**src/sv/assert_macros.svh**
```systemverilog
// Assertion macros shared by the RTL files.
`ifndef ASSERT_MACROS_SVH
`define ASSERT_MACROS_SVH
// Implication checked at every clock edge outside reset.
`define ASSERT_IMPL(label, clk, rst_n, ante, cons) \
    label: assert property (@(posedge clk) disable iff (!rst_n) (ante) |-> (cons)) \
        else $error("assertion failed");
// Next-cycle implication checked at every clock edge outside reset.
`define ASSERT_NEXT(label, clk, rst_n, ante, cons) \
    label: assert property (@(posedge clk) disable iff (!rst_n) (ante) |=> (cons)) \
        else $error("assertion failed");
`endif

```
**src/sv/sha_pkg.sv**
```systemverilog
// Package with SHA-256 constants, types and helper functions.
`default_nettype none
package sha_pkg;
    localparam int unsigned BlockBytes = 64;
    localparam int unsigned Rounds = 64;
    localparam logic [7:0] PadByte = 8'h80;
    localparam logic [5:0] LenStart = 6'd56;

    typedef struct packed {
        logic [7:0] data_byte;
        logic       has_byte;
        logic       is_last;
    } t_cmd;

    typedef logic [31:0] t_word;
    typedef t_word [7:0] t_hash;

    localparam t_hash InitHash = '{
        32'h5be0cd19, 32'h1f83d9ab, 32'h9b05688c, 32'h510e527f,
        32'ha54ff53a, 32'h3c6ef372, 32'hbb67ae85, 32'h6a09e667};

    function automatic t_word round_k(input logic [5:0] i);
        t_word k;
        begin
            unique case (i)
                6'd0: k = 32'h428a2f98;  6'd1: k = 32'h71374491;
                6'd2: k = 32'hb5c0fbcf;  6'd3: k = 32'he9b5dba5;
                6'd4: k = 32'h3956c25b;  6'd5: k = 32'h59f111f1;
                6'd6: k = 32'h923f82a4;  6'd7: k = 32'hab1c5ed5;
                6'd8: k = 32'hd807aa98;  6'd9: k = 32'h12835b01;
                6'd10: k = 32'h243185be; 6'd11: k = 32'h550c7dc3;
                6'd12: k = 32'h72be5d74; 6'd13: k = 32'h80deb1fe;
                6'd14: k = 32'h9bdc06a7; 6'd15: k = 32'hc19bf174;
                6'd16: k = 32'he49b69c1; 6'd17: k = 32'hefbe4786;
                6'd18: k = 32'h0fc19dc6; 6'd19: k = 32'h240ca1cc;
                6'd20: k = 32'h2de92c6f; 6'd21: k = 32'h4a7484aa;
                6'd22: k = 32'h5cb0a9dc; 6'd23: k = 32'h76f988da;
                6'd24: k = 32'h983e5152; 6'd25: k = 32'ha831c66d;
                6'd26: k = 32'hb00327c8; 6'd27: k = 32'hbf597fc7;
                6'd28: k = 32'hc6e00bf3; 6'd29: k = 32'hd5a79147;
                6'd30: k = 32'h06ca6351; 6'd31: k = 32'h14292967;
                6'd32: k = 32'h27b70a85; 6'd33: k = 32'h2e1b2138;
                6'd34: k = 32'h4d2c6dfc; 6'd35: k = 32'h53380d13;
                6'd36: k = 32'h650a7354; 6'd37: k = 32'h766a0abb;
                6'd38: k = 32'h81c2c92e; 6'd39: k = 32'h92722c85;
                6'd40: k = 32'ha2bfe8a1; 6'd41: k = 32'ha81a664b;
                6'd42: k = 32'hc24b8b70; 6'd43: k = 32'hc76c51a3;
                6'd44: k = 32'hd192e819; 6'd45: k = 32'hd6990624;
                6'd46: k = 32'hf40e3585; 6'd47: k = 32'h106aa070;
                6'd48: k = 32'h19a4c116; 6'd49: k = 32'h1e376c08;
                6'd50: k = 32'h2748774c; 6'd51: k = 32'h34b0bcb5;
                6'd52: k = 32'h391c0cb3; 6'd53: k = 32'h4ed8aa4a;
                6'd54: k = 32'h5b9cca4f; 6'd55: k = 32'h682e6ff3;
                6'd56: k = 32'h748f82ee; 6'd57: k = 32'h78a5636f;
                6'd58: k = 32'h84c87814; 6'd59: k = 32'h8cc70208;
                6'd60: k = 32'h90befffa; 6'd61: k = 32'ha4506ceb;
                6'd62: k = 32'hbef9a3f7; 6'd63: k = 32'hc67178f2;
                default: k = '0;
            endcase
            return k;
        end
    endfunction

    function automatic t_word ror32(input t_word v, input int unsigned n);
        return (v >> n) | (v << (32 - n));
    endfunction
endpackage
`default_nettype wire

```
**src/sv/sha_queue.sv**
```systemverilog
// Small queue of classified input beats between front and back.
`default_nettype none
module sha_queue
    import sha_pkg::*;
(
    input  wire logic i_clk,
    input  wire logic i_rst_n,
    input  wire logic i_push,
    input  wire t_cmd i_data,
    output logic      o_full,
    input  wire logic i_pop,
    output t_cmd      o_data,
    output logic      o_empty
);
    t_cmd       r_mem [4];
    logic [1:0] r_wp, r_rp;
    logic [2:0] r_cnt;

    assign o_full  = (r_cnt == 3'd4);
    assign o_empty = (r_cnt == 3'd0);
    assign o_data  = r_mem[r_rp];

    always_ff @(posedge i_clk) begin
        if (i_push) begin
            r_mem[r_wp] <= i_data;
        end
        if (!i_rst_n) begin
            r_wp  <= '0;
            r_rp  <= '0;
            r_cnt <= '0;
        end else begin
            if (i_push) begin
                r_wp <= r_wp + 2'd1;
            end
            if (i_pop) begin
                r_rp <= r_rp + 2'd1;
            end
            r_cnt <= r_cnt + {2'd0, i_push} - {2'd0, i_pop};
        end
    end
endmodule
`default_nettype wire

```
**src/sv/sha_core.sv**
```systemverilog
// Back end: block gathering, padding, 64-round compression and digest output.
`default_nettype none
`include "assert_macros.svh"
module sha_core
    import sha_pkg::*;
(
    input  wire logic        i_clk,
    input  wire logic        i_rst_n,
    input  wire t_cmd        i_cmd,
    input  wire logic        i_cmd_valid,
    output logic             o_cmd_pop,
    output logic             o_out_valid,
    input  wire logic        i_out_ready,
    output logic [31:0]      o_word,
    output logic [2:0]       o_index,
    output logic             o_last
);
    typedef enum logic [2:0] {
        ST_IDLE, ST_LAST, ST_PAD, ST_ROUND, ST_ADD, ST_EMIT
    } t_state;

    t_state       r_state;
    t_hash        r_hash;
    t_word        r_w [16];
    t_word        r_a, r_b, r_c, r_d, r_e, r_f, r_g, r_h;
    logic [5:0]   r_fill;
    logic [5:0]   r_round;
    logic [60:0]  r_count;
    logic         r_final;
    logic         r_last_pend;
    logic         r_pad;
    logic         r_zero_wrap;
    logic [2:0]   r_idx;

    t_word        w_cur, w_new, s0w, s1w, s1, ch, t1, s0, mj;
    logic [63:0]  bits;
    logic [7:0]   pad_byte;
    logic [5:0]   fill_inc;

    assign bits     = {r_count, 3'b000};
    assign fill_inc = r_fill + 6'd1;

    // The length goes into bytes 56 to 63 unless the end marker already sits past byte 55.
    always_comb begin
        if (r_fill >= LenStart && !r_zero_wrap) begin
            pad_byte = bits[{~r_fill[2:0], 3'b000} +: 8];
        end else begin
            pad_byte = '0;
        end
    end

    // Message schedule as a 16-word shift window.
    assign s0w   = ror32(r_w[1], 7) ^ ror32(r_w[1], 18) ^ (r_w[1] >> 3);
    assign s1w   = ror32(r_w[14], 17) ^ ror32(r_w[14], 19) ^ (r_w[14] >> 10);
    assign w_new = r_w[0] + s0w + r_w[9] + s1w;
    assign w_cur = r_w[0];
    assign s1 = ror32(r_e, 6) ^ ror32(r_e, 11) ^ ror32(r_e, 25);
    assign ch = (r_e & r_f) ^ (~r_e & r_g);
    assign t1 = r_h + s1 + ch + round_k(r_round) + w_cur;
    assign s0 = ror32(r_a, 2) ^ ror32(r_a, 13) ^ ror32(r_a, 22);
    assign mj = (r_a & r_b) ^ (r_a & r_c) ^ (r_b & r_c);

    assign o_cmd_pop   = (r_state == ST_IDLE) && i_cmd_valid;
    assign o_out_valid = (r_state == ST_EMIT);
    assign o_word      = r_hash[r_idx];
    assign o_index     = r_idx;
    assign o_last      = (r_idx == 3'd7);

    task automatic put_byte(input logic [7:0] v);
        begin
            r_w[r_fill[5:2]][{~r_fill[1:0], 3'b000} +: 8] <= v;
            r_fill <= fill_inc;
        end
    endtask

    always_ff @(posedge i_clk) begin
        if (!i_rst_n) begin
            r_state     <= ST_IDLE;
            r_hash      <= InitHash;
            r_fill      <= '0;
            r_count     <= '0;
            r_round     <= '0;
            r_final     <= 1'b0;
            r_last_pend <= 1'b0;
            r_pad       <= 1'b0;
            r_zero_wrap <= 1'b0;
            r_idx       <= '0;
        end else begin
            if (r_state != ST_ROUND) begin
                {r_a, r_b, r_c, r_d} <= {r_hash[0], r_hash[1], r_hash[2], r_hash[3]};
                {r_e, r_f, r_g, r_h} <= {r_hash[4], r_hash[5], r_hash[6], r_hash[7]};
            end
            unique case (r_state)
                ST_IDLE: begin
                    if (i_cmd_valid) begin
                        if (i_cmd.has_byte) begin
                            r_count <= r_count + 61'd1;
                            put_byte(i_cmd.data_byte);
                            if (fill_inc == 6'd0) begin
                                r_state     <= ST_ROUND;
                                r_last_pend <= i_cmd.is_last;
                            end else if (i_cmd.is_last) begin
                                r_state <= ST_LAST;
                            end
                        end else if (i_cmd.is_last) begin
                            r_state <= ST_LAST;
                        end
                        r_round <= '0;
                    end
                end
                ST_LAST: begin
                    put_byte(PadByte);
                    r_state     <= (fill_inc == 6'd0) ? ST_ROUND : ST_PAD;
                    r_last_pend <= 1'b0;
                    r_pad       <= 1'b1;
                    r_zero_wrap <= (r_fill >= LenStart) && (fill_inc != 6'd0);
                end
                ST_PAD: begin
                    put_byte(pad_byte);
                    if (fill_inc == 6'd0) begin
                        r_state     <= ST_ROUND;
                        r_final     <= !r_zero_wrap;
                        r_zero_wrap <= 1'b0;
                    end
                end
                ST_ROUND: begin
                    for (int i = 0; i < 15; i++) begin
                        r_w[i] <= r_w[i + 1];
                    end
                    r_w[15] <= w_new;
                    r_h <= r_g; r_g <= r_f; r_f <= r_e; r_e <= r_d + t1;
                    r_d <= r_c; r_c <= r_b; r_b <= r_a; r_a <= t1 + s0 + mj;
                    r_round <= r_round + 6'd1;
                    if (r_round == 6'(Rounds - 1)) begin
                        r_state <= ST_ADD;
                    end
                end
                ST_ADD: begin
                    r_hash[0] <= r_hash[0] + r_a; r_hash[1] <= r_hash[1] + r_b;
                    r_hash[2] <= r_hash[2] + r_c; r_hash[3] <= r_hash[3] + r_d;
                    r_hash[4] <= r_hash[4] + r_e; r_hash[5] <= r_hash[5] + r_f;
                    r_hash[6] <= r_hash[6] + r_g; r_hash[7] <= r_hash[7] + r_h;
                    r_round <= '0;
                    r_idx   <= '0;
                    if (r_final) begin
                        r_state <= ST_EMIT;
                    end else if (r_last_pend) begin
                        r_state <= ST_LAST;
                    end else if (r_pad) begin
                        r_state <= ST_PAD;
                    end else begin
                        r_state <= ST_IDLE;
                    end
                end
                ST_EMIT: begin
                    if (i_out_ready) begin
                        r_idx <= r_idx + 3'd1;
                        if (r_idx == 3'd7) begin
                            r_state     <= ST_IDLE;
                            r_hash      <= InitHash;
                            r_fill      <= '0;
                            r_count     <= '0;
                            r_final     <= 1'b0;
                            r_pad       <= 1'b0;
                            r_zero_wrap <= 1'b0;
                        end
                    end
                end
                default: r_state <= ST_IDLE;
            endcase
        end
    end

    `ASSERT_NEXT(a_emit_hold, i_clk, i_rst_n, o_out_valid && !i_out_ready, o_out_valid && $stable(o_index))
    `ASSERT_IMPL(a_no_pop_busy, i_clk, i_rst_n, o_cmd_pop, r_state == ST_IDLE)
    `ASSERT_NEXT(a_round_end, i_clk, i_rst_n, r_state == ST_ROUND && r_round == 6'd63, r_state == ST_ADD)
endmodule
`default_nettype wire

```
**src/sv/sha256_stream_hasher_top.sv**
```systemverilog
// Top level of the byte-stream SHA-256 hasher.
// Usage: each slave beat carries one byte (tdata), has_byte (tuser) and is_last (tlast).
// A beat with tlast ends the message: padding is added, then eight master beats
// carry the digest words, word 0 (most significant) first, tlast on word 7.
// The front queue holds up to four beats, so input is taken while the core works.
// The core absorbs one byte per cycle into the block while idle with a queued beat;
// a full block is then compressed in the single shared round unit and the final add
// follows; no new beats are taken until the core is back in its idle state.
// A finish writes the padding at one byte per cycle and compresses one or two
// more blocks; the digest beats then leave one per cycle while m_axis_tready is high.
// The first digest beat waits for the padding and the last compression; beats still
// waiting in the queue are taken by the core only after the digest has left.
// A stalled receiver holds the digest beat; the core then stops and the queue
// fills, after which s_axis_tready falls.
// Reset clears the queue, the counters and loads the initial hash values.
`default_nettype none
`include "assert_macros.svh"
module sha256_stream_hasher_top
    import sha_pkg::*;
(
    input  wire logic        i_clk,
    input  wire logic        i_rst_n,
    input  wire logic        s_axis_tvalid,
    output logic             s_axis_tready,
    input  wire logic [7:0]  s_axis_tdata,   // data_byte[7:0]
    input  wire logic        s_axis_tuser,   // has_byte
    input  wire logic        s_axis_tlast,   // is_last
    output logic             m_axis_tvalid,
    input  wire logic        m_axis_tready,
    output logic [39:0]      m_axis_tdata,   // digest_word[31:0], word_index[34:32], zeros
    output logic             m_axis_tlast    // last_word
);
    t_cmd       cmd_in, cmd_out;
    logic       q_full, q_empty, pop;
    logic [31:0] word;
    logic [2:0]  index;

    assign cmd_in = '{data_byte: s_axis_tdata, has_byte: s_axis_tuser, is_last: s_axis_tlast};
    assign s_axis_tready = !q_full;

    // Beats without a byte and without tlast carry no work and are dropped here.
    sha_queue u_queue (
        .i_clk   (i_clk),
        .i_rst_n (i_rst_n),
        .i_push  (s_axis_tvalid && !q_full && (s_axis_tuser || s_axis_tlast)),
        .i_data  (cmd_in),
        .o_full  (q_full),
        .i_pop   (pop),
        .o_data  (cmd_out),
        .o_empty (q_empty)
    );

    sha_core u_core (
        .i_clk       (i_clk),
        .i_rst_n     (i_rst_n),
        .i_cmd       (cmd_out),
        .i_cmd_valid (!q_empty),
        .o_cmd_pop   (pop),
        .o_out_valid (m_axis_tvalid),
        .i_out_ready (m_axis_tready),
        .o_word      (word),
        .o_index     (index),
        .o_last      (m_axis_tlast)
    );

    assign m_axis_tdata = {5'd0, index, word};

    `ASSERT_IMPL(a_pop_nonempty, i_clk, i_rst_n, pop, !q_empty)
    `ASSERT_IMPL(a_last_idx, i_clk, i_rst_n, m_axis_tvalid && m_axis_tlast, index == 3'd7)
endmodule
`default_nettype wire

```
**config.mk**
```make
export PLATFORM = sky130hd
export DESIGN_NAME = sha256_stream_hasher_top
export DESIGN_NICKNAME = d
export VERILOG_FILES = /design/src/sv/sha_pkg.sv /design/src/sv/sha_queue.sv /design/src/sv/sha_core.sv /design/src/sv/sha256_stream_hasher_top.sv
export VERILOG_INCLUDE_DIRS = /design/src /design/src/sv
export SDC_FILE = /design/constraint.sdc
export NUM_CORES = 2
export LEC_CHECK = 0
export CAP_MARGIN = 20
export CORE_MARGIN = 10
export CORE_UTILIZATION = 63
export DETAILED_ROUTE_END_ITERATION = 7
export DONT_BUFFER_PORTS = 1
export PLACE_DENSITY_LB_ADDON = 0.12
export SYNTH_ARGS = -nofsm -noshare
export SYNTH_HDL_FRONTEND = slang
export SYNTH_SLANG_ARGS = --single-unit
```
**constraint.sdc**
```tcl
create_clock -name i_clk -period 12.9 [get_ports i_clk]
set_input_delay 0.645 -clock i_clk [delete_from_list [all_inputs] [get_ports i_clk]]
set_output_delay 0.645 -clock i_clk [all_outputs]
set_load 0.03 [all_outputs]
```
Yosys cells after proc, flatten, opt, wreduce, memory -nomap -nowiden

Memories as Yosys holds them, arrays and structs flattened. A register that Yosys moved wholly into a read port is not among the register bits.
Index checks and enable logic that the tools add are counted.

Flip-flop bits (word level): 1,114
Memory bits (writable): 40
Memory bits (read-only): 2,048
Input bits: 14
Memories kept: 2

Add/sub/neg operators: 27
Order comparisons: 4
Eq/ne operators: 16
Shift-type cells: 5
Mux-type cells: 74
Bitwise operators: 30
Reductions and logical operators: 37

Memory list:

| name             | depth | width | rd ports | clocked after Yosys merged registers in | write ports | RTL line        | text |
|---|---|---|---|---|---|---|---|
| (name not given) | 64    | 32    | 1        | 1                                       | 0           | sha_pkg.sv:25   | `unique case (i)` |
| u_queue.r_mem    | 4     | 10    | 1        | 1                                       | 1           | sha_queue.sv:15 | `t_cmd r_mem [4];` |

Operators with widths:

| operator                                                         | number |
|---|---|
| 512-bit case mux with 4 select lines                             | 1 |
| 512-bit bitwise mux                                              | 3 |
| 512-bit 2-to-1 mux                                               | 2 |
| 32-bit adder                                                     | 18 |
| 32-bit 2-to-1 mux                                                | 18 |
| 256-bit 2-to-1 mux                                               | 2 |
| 256-bit case mux with 2 select lines                             | 1 |
| 32-bit XOR                                                       | 9 |
| 61-bit 2-to-1 mux                                                | 4 |
| 32-bit bitwise AND                                               | 5 |
| 32-bit demux with 4-bit select                                   | 1 |
| 61-bit case mux with 2 select lines                              | 1 |
| 32-bit binary-select mux with 3-bit select                       | 1 |
| 64-bit by 7-bit variable part select with 8-bit output           | 1 |
| 8-bit by 7-bit variable part select with 32-bit output           | 2 |
| 61-bit by 1-bit adder with 61-bit output (second input constant) | 1 |
| 6-bit 2-to-1 mux                                                 | 7 |
| 6-bit case mux with 3 select lines                               | 2 |
| 3-bit 2-to-1 mux                                                 | 11 |
| 32-bit inverter                                                  | 1 |
| 10-bit by 32-bit OR with 32-bit output                           | 1 |
| 13-bit by 32-bit OR with 32-bit output                           | 1 |
| 14-bit by 32-bit OR with 32-bit output                           | 1 |
| 15-bit by 32-bit OR with 32-bit output                           | 1 |
| 51 further kinds                                                 | 98 |

Depth between registers and ports, before layout

Depth after elaboration: 10
Mapped depth: 34

Modules after synthesis

A second synthesis with hierarchy kept.

Cell total of the unflattened synthesis: 8,967
Area total of the unflattened synthesis: 81,961.1 sq um

By module, submodules not included:

| module                   | instances | cells an instance | area an instance (sq um) | sequential area each (sq um) |
|---|---|---|---|---|
| sha_core                 | 1         | 8,863             | 80,016.7                 | 30,489.2 |
| sha_queue                | 1         | 95                | 1,885.6                  | 1,381.3 |
| sha256_stream_hasher_top | 1         | 9                 | 58.8                     | 0.0 |

Worst setup path after synthesis

No wires, ideal clock.

Kind: register to register
Start: register u_core.r_e[13]
End: register u_core.r_a[30], data pin
Setup time: 267 ps
Data arrival time: 6,810 ps
Slack: 5,823 ps
Stages on the path, launching flop included: 35
Path buffers: 1
Period minus slack after synthesis: 7,077 ps
Cells stage by stage: edfxtp_1 clkbuf_1 xor2_1 xnor2_1 fa_1 inv_1 fa_1 inv_1 fa_1 inv_1 ha_1 a21o_1 a21oi_1 o21ai_0 nand3_1 nand2_1 o21a_1 o21ai_0 nand2b_1 a21oi_1 xnor2_1 inv_1 fa_1 inv_1 ha_1 a21o_1 a21o_1 a21o_1 a221oi_1 o21ai_1 a311o_1 a31oi_1 o31ai_1 xnor2_1 o21ai_0

Longest elaborated chain between the ends: 10
Elaborated cells on any way between the ends: 16
Those cells by class: add/sub (6); mux (1); bitwise (9)

Ends and longest elaborated chain:

| element                                                                                          | RTL line        | text |
|---|---|---|
| from (decl)                                                                                      | sha_core.sv:25  | `t_word r_a, r_b, r_c, r_d, r_e, r_f, r_g, r_h;` |
| from (signal assigned)                                                                           | sha_core.sv:91  | `{r_e, r_f, r_g, r_h} <= {r_hash[4], r_hash[5], r_hash[6], r_hash[7]};` |
| from (signal assigned)                                                                           | sha_core.sv:131 | `r_h <= r_g; r_g <= r_f; r_f <= r_e; r_e <= r_d + t1;` |
| 21-bit by 32-bit OR with 32-bit output or 26-bit by 32-bit OR with 32-bit output (tied branches) | sha_pkg.sv:65   | `return (v >> n) \| (v << (32 - n));` |
| 32-bit XOR (2 in series)                                                                         | sha_core.sv:57  | `assign s1 = ror32(r_e, 6) ^ ror32(r_e, 11) ^ ror32(r_e, 25);` |
| 32-bit adder                                                                                     | sha_core.sv:59  | `assign t1 = r_h + s1 + ch + round_k(r_round) + w_cur;` |
| 32-bit adder (*) (3 in series)                                                                   | sha_core.sv:59  |  |
| 32-bit adder (*) (2 in series)                                                                   | sha_core.sv:132 | `r_d <= r_c; r_c <= r_b; r_b <= r_a; r_a <= t1 + s0 + mj;` |
| 32-bit 2-to-1 mux (*)                                                                            | sha_core.sv:93  | `unique case (r_state)` |
| to (signal assigned)                                                                             | sha_core.sv:90  | `{r_a, r_b, r_c, r_d} <= {r_hash[0], r_hash[1], r_hash[2], r_hash[3]};` |
| to (signal assigned)                                                                             | sha_core.sv:132 |  |
| to (decl)                                                                                        | sha_core.sv:25  |  |

Mark *: on every way between the ends. The rest lies on a longest branch, timed or not.
A chain may end at the register's enable or synchronous reset.

Worst setup path after layout

Start: register u_core.r_e[7]
End: register u_core.r_a[30], data pin

Longest elaborated chain between the ends: 10
Elaborated cells on any way between the ends: 16
Those cells by class: add/sub (6); mux (1); bitwise (9)

Ends and longest elaborated chain:

| element                                                                                          | RTL line |
|---|---|
| 26-bit by 32-bit OR with 32-bit output or 21-bit by 32-bit OR with 32-bit output (tied branches) | sha_pkg.sv:65 |
| 32-bit XOR (2 in series)                                                                         | sha_core.sv:57 |
| 32-bit adder                                                                                     | sha_core.sv:59 |
| 32-bit adder (*) (3 in series)                                                                   | sha_core.sv:59 |
| 32-bit adder (*) (2 in series)                                                                   | sha_core.sv:132 |
| 32-bit 2-to-1 mux (*)                                                                            | sha_core.sv:93 |

Marks and branches as above.

==> run summary <==
### Routing
* number of nets with antenna violations after detailed routing: 0
* DR vias: 70.0k
* remaining routing DRC violations: 0
* 1st-pass router iterations: 7
* vias per cell: 6.93
* number of design-rule violations left by the first detailed-router iteration: 9562
* total wirelength of the detailed-routed design: 285000 µm
* mean routed wirelength per cell: 28.2 µm

### Critical path
* startpoint type of the worst setup path: flip-flop
* Setup CP Type: flip-flop to flip-flop
* Critical R2R Launch: u_core.r_e[7]$_DFFE_PP_
* critical path fanouts, max: 6
* sort of element at the end of the critical path: flip-flop
* largest stage delay on the critical path: 0.55 ns
* critical path buffer and inverter count: 2
* FF-to-FF setup slack: 4.67 ns
* Crit path arrival time: 8.76 ns
* most frequent CP cell: fa_1
* critical register-to-register path endpoint: u_core.r_a[30]$_DFFE_PP_
* critical path's top delay family: adder cells
* worst reg2reg path depth: 30
* highest-delay cell along the critical path: edfxtp_1
* data required time of the worst path: 13.43 ns

### Final layout
* Util after Layout: 67.5%
* proportion of layout cells with a drive suffix above 1: 5.71%
* Area Overhead vs Synth: 6.78%
* Non-Filler Cell Area, Final: 85900 µm²
* final layout net count: 8945

### Logic synthesis
* mean instance size in the synthesized netlist: 9.28 µm²
* Synth area leaders: edfxtp_1 (30%), dfxtp_1 (9.5%), ha_1 (6.3%)
* most common cell in the netlist: nand2_1
* largest area contributor in the synthesized netlist: edfxtp_1
* Post-Synthesis Cell Area: 80400 µm²
* count of cell types in the netlist: 93
* fraction of registers with async set/reset: 0%
* number of flops mapped to enable cells by yosys: 808
* most used standard cells in the synthesized netlist: nand2_1 (1198), o21ai_0 (851), edfxtp_1 (808)
* area fraction of the dominant cell type after synthesis: 30.2%
* Synth Register Bits: 1188
* cells after synthesis: 8668
* leading register cell type out of synthesis: edfxtp_1
* part of the Yosys area used for sequential elements: 39.6%
* Synth warnings: 0

### GRT
* maximum number of pins on one net before global-route repair: 343
* final global-route overflow total: 0
* vias in the first global route: 66.4k
* All-Layer GR Usage: 38.9%
* global-route wire length before repair: 422000 µm
* number of antenna violations at the first check in global routing: 10

### Timing
* setup repair after global routing missed its margin: false
* pins over their slew limit: 0
* final setup skew: 0.0401 ns
* final count of negative-setup-slack endpoints: 0
* final setup TNS: 0 ns
* transition time at the pin with the least slew margin: 1.27 ns
* Peak Freq: 121 MHz
* post-route clock period utilization: 63.8%
* Tmin final: 8.23 ns
* worst rel slew slack: 15.3%
* total count of hold-check failures in the final report: 0

### Flow run
* max cap viols: 0

### Clock tree
* number of gates resized after CTS: 0
* clock insertion delay at the later pin of the skew report: 0.82 ns
* # clock sinks: 1188
* clock transition time at the flip-flop clock pins of the worst setup and hold paths: 0.06 ns
* library cell used as clock root buffer: clkbuf_16
* number of buffers added by the clock tree synthesis step: 131
* clock tree from TritonCTS: yes
* CTS max path bufs: 3
* level count of the clock H-tree: 4

### Die
* Core Footprint: 127000 µm²
* overall die area: 142000 µm²
* chip width: 377 µm
* vertical die dimension: 377 µm
* standard-cell rows: 131
* io pins: 57
* Initial Util: 63.3%

### Hold path
* Worst Hold Depth: 2
* type of the tightest min-delay check: input pin to flip-flop
* capture endpoint of the worst hold path: u_core.r_hash[81]$_SDFFE_PN1P_
* launch instance of the worst min-delay path: i_rst_n

### Status
* result of the run: completed

### Placed design
* final estimated routing congestion in global placement: 1.06
* Port Buffer Count: 0
* half-perimeter wire length after placement: 205000 µm
* post-placement cell area: 81200 µm²

[layout make-up]
class | instances | area (µm²)
Clock inverter | 70 | 978
Fill cell | 10100 | 41300
Timing Repair Buffer | 97 | 796
Multi-Input combinational cell | 6564 | 45300
Antenna cell | 1 | 2.50
Clock buffer | 171 | 3580
Inverter | 350 | 1320
Tap cell | 1662 | 2080
Sequential cell | 1188 | 31900
[per-stage QoR]
stage,std cells,hold slack [ns],setup slack (ns)
after floorplan,8672,0.445,5.82
after global placement,9847,0.477,4.88
after detailed placement,9847,0.486,4.85
after CTS,10100,0.0000592,4.77
after global routing,10100,0.0537,4.22
final,10100,0.102,4.67
[kinds of logic after synthesis]
logic type,share of synthesized area (%)
AO/OA/AOI/OAI,21.6
buffers and inverters,4.33
flip-flops,39.6
other,0.00466
multiplexers,3.50
adder cells (fa/ha/maj),11.4
AND/OR/NAND/NOR,12.8
XOR/XNOR,6.72
[placed cells by master, fill, tap and decap left out, types with 56 or more instances in the layout]
master	n
fa_1	196
nor2_1	491
nor3_1	123
ha_1	402
o211ai_1	57
a32oi_1	65
a21oi_1	658
a22oi_1	405
o22ai_1	66
xor2_1	226
mux4_2	87
a21o_1	172
o21ai_0	851
edfxtp_1	808
nand3_1	146
nand2b_1	69
and3_1	60
o221ai_1	60
clkbuf_16	132
dfxtp_1	377
xnor2_1	390
nand2_1	1193
inv_1	345
buf_4	82
o21a_1	56
[per-layer routing]
metal	vias to the layer above	track usage [%]	wire length, µm
met3	988	9.70	31900
met2	4329	59.5	125000
li1	31000	-	-
met1	33700	48.4	104000
met5	-	0	94
met4	16	26.5	23300
[how the worst max path moves through the flow]
stage | from | to | slack (ns) | depth (start not counted)
6_report | u_core.r_e[7]$_DFFE_PP_ | u_core.r_a[30]$_DFFE_PP_ | 4.67 | 30
5_1_grt | u_core.r_e[13]$_DFFE_PP_ | u_core.r_a[30]$_DFFE_PP_ | 4.22 | 33
4_1_cts | u_core.r_e[7]$_DFFE_PP_ | u_core.r_a[30]$_DFFE_PP_ | 4.77 | 30
3_5_place_dp | u_core.r_e[7]$_DFFE_PP_ | u_core.r_a[30]$_DFFE_PP_ | 4.85 | 30
3_3_place_gp | u_core.r_e[7]$_DFFE_PP_ | u_core.r_a[30]$_DFFE_PP_ | 4.88 | 30
2_1_floorplan | u_core.r_e[13]$_DFFE_PP_ | u_core.r_a[30]$_DFFE_PP_ | 5.82 | 34
[timing repair]
action / 4_1_cts / 5_1_grt
setup endpoints to repair: 0 / 0
setup buffers: 0 / 0
hold buffers: 13 / 0
hold endpoints to repair: 67 / 0
Power is not shown: default switching activity piles up to over one toggle a cycle in this logic, so the estimate is an artifact.
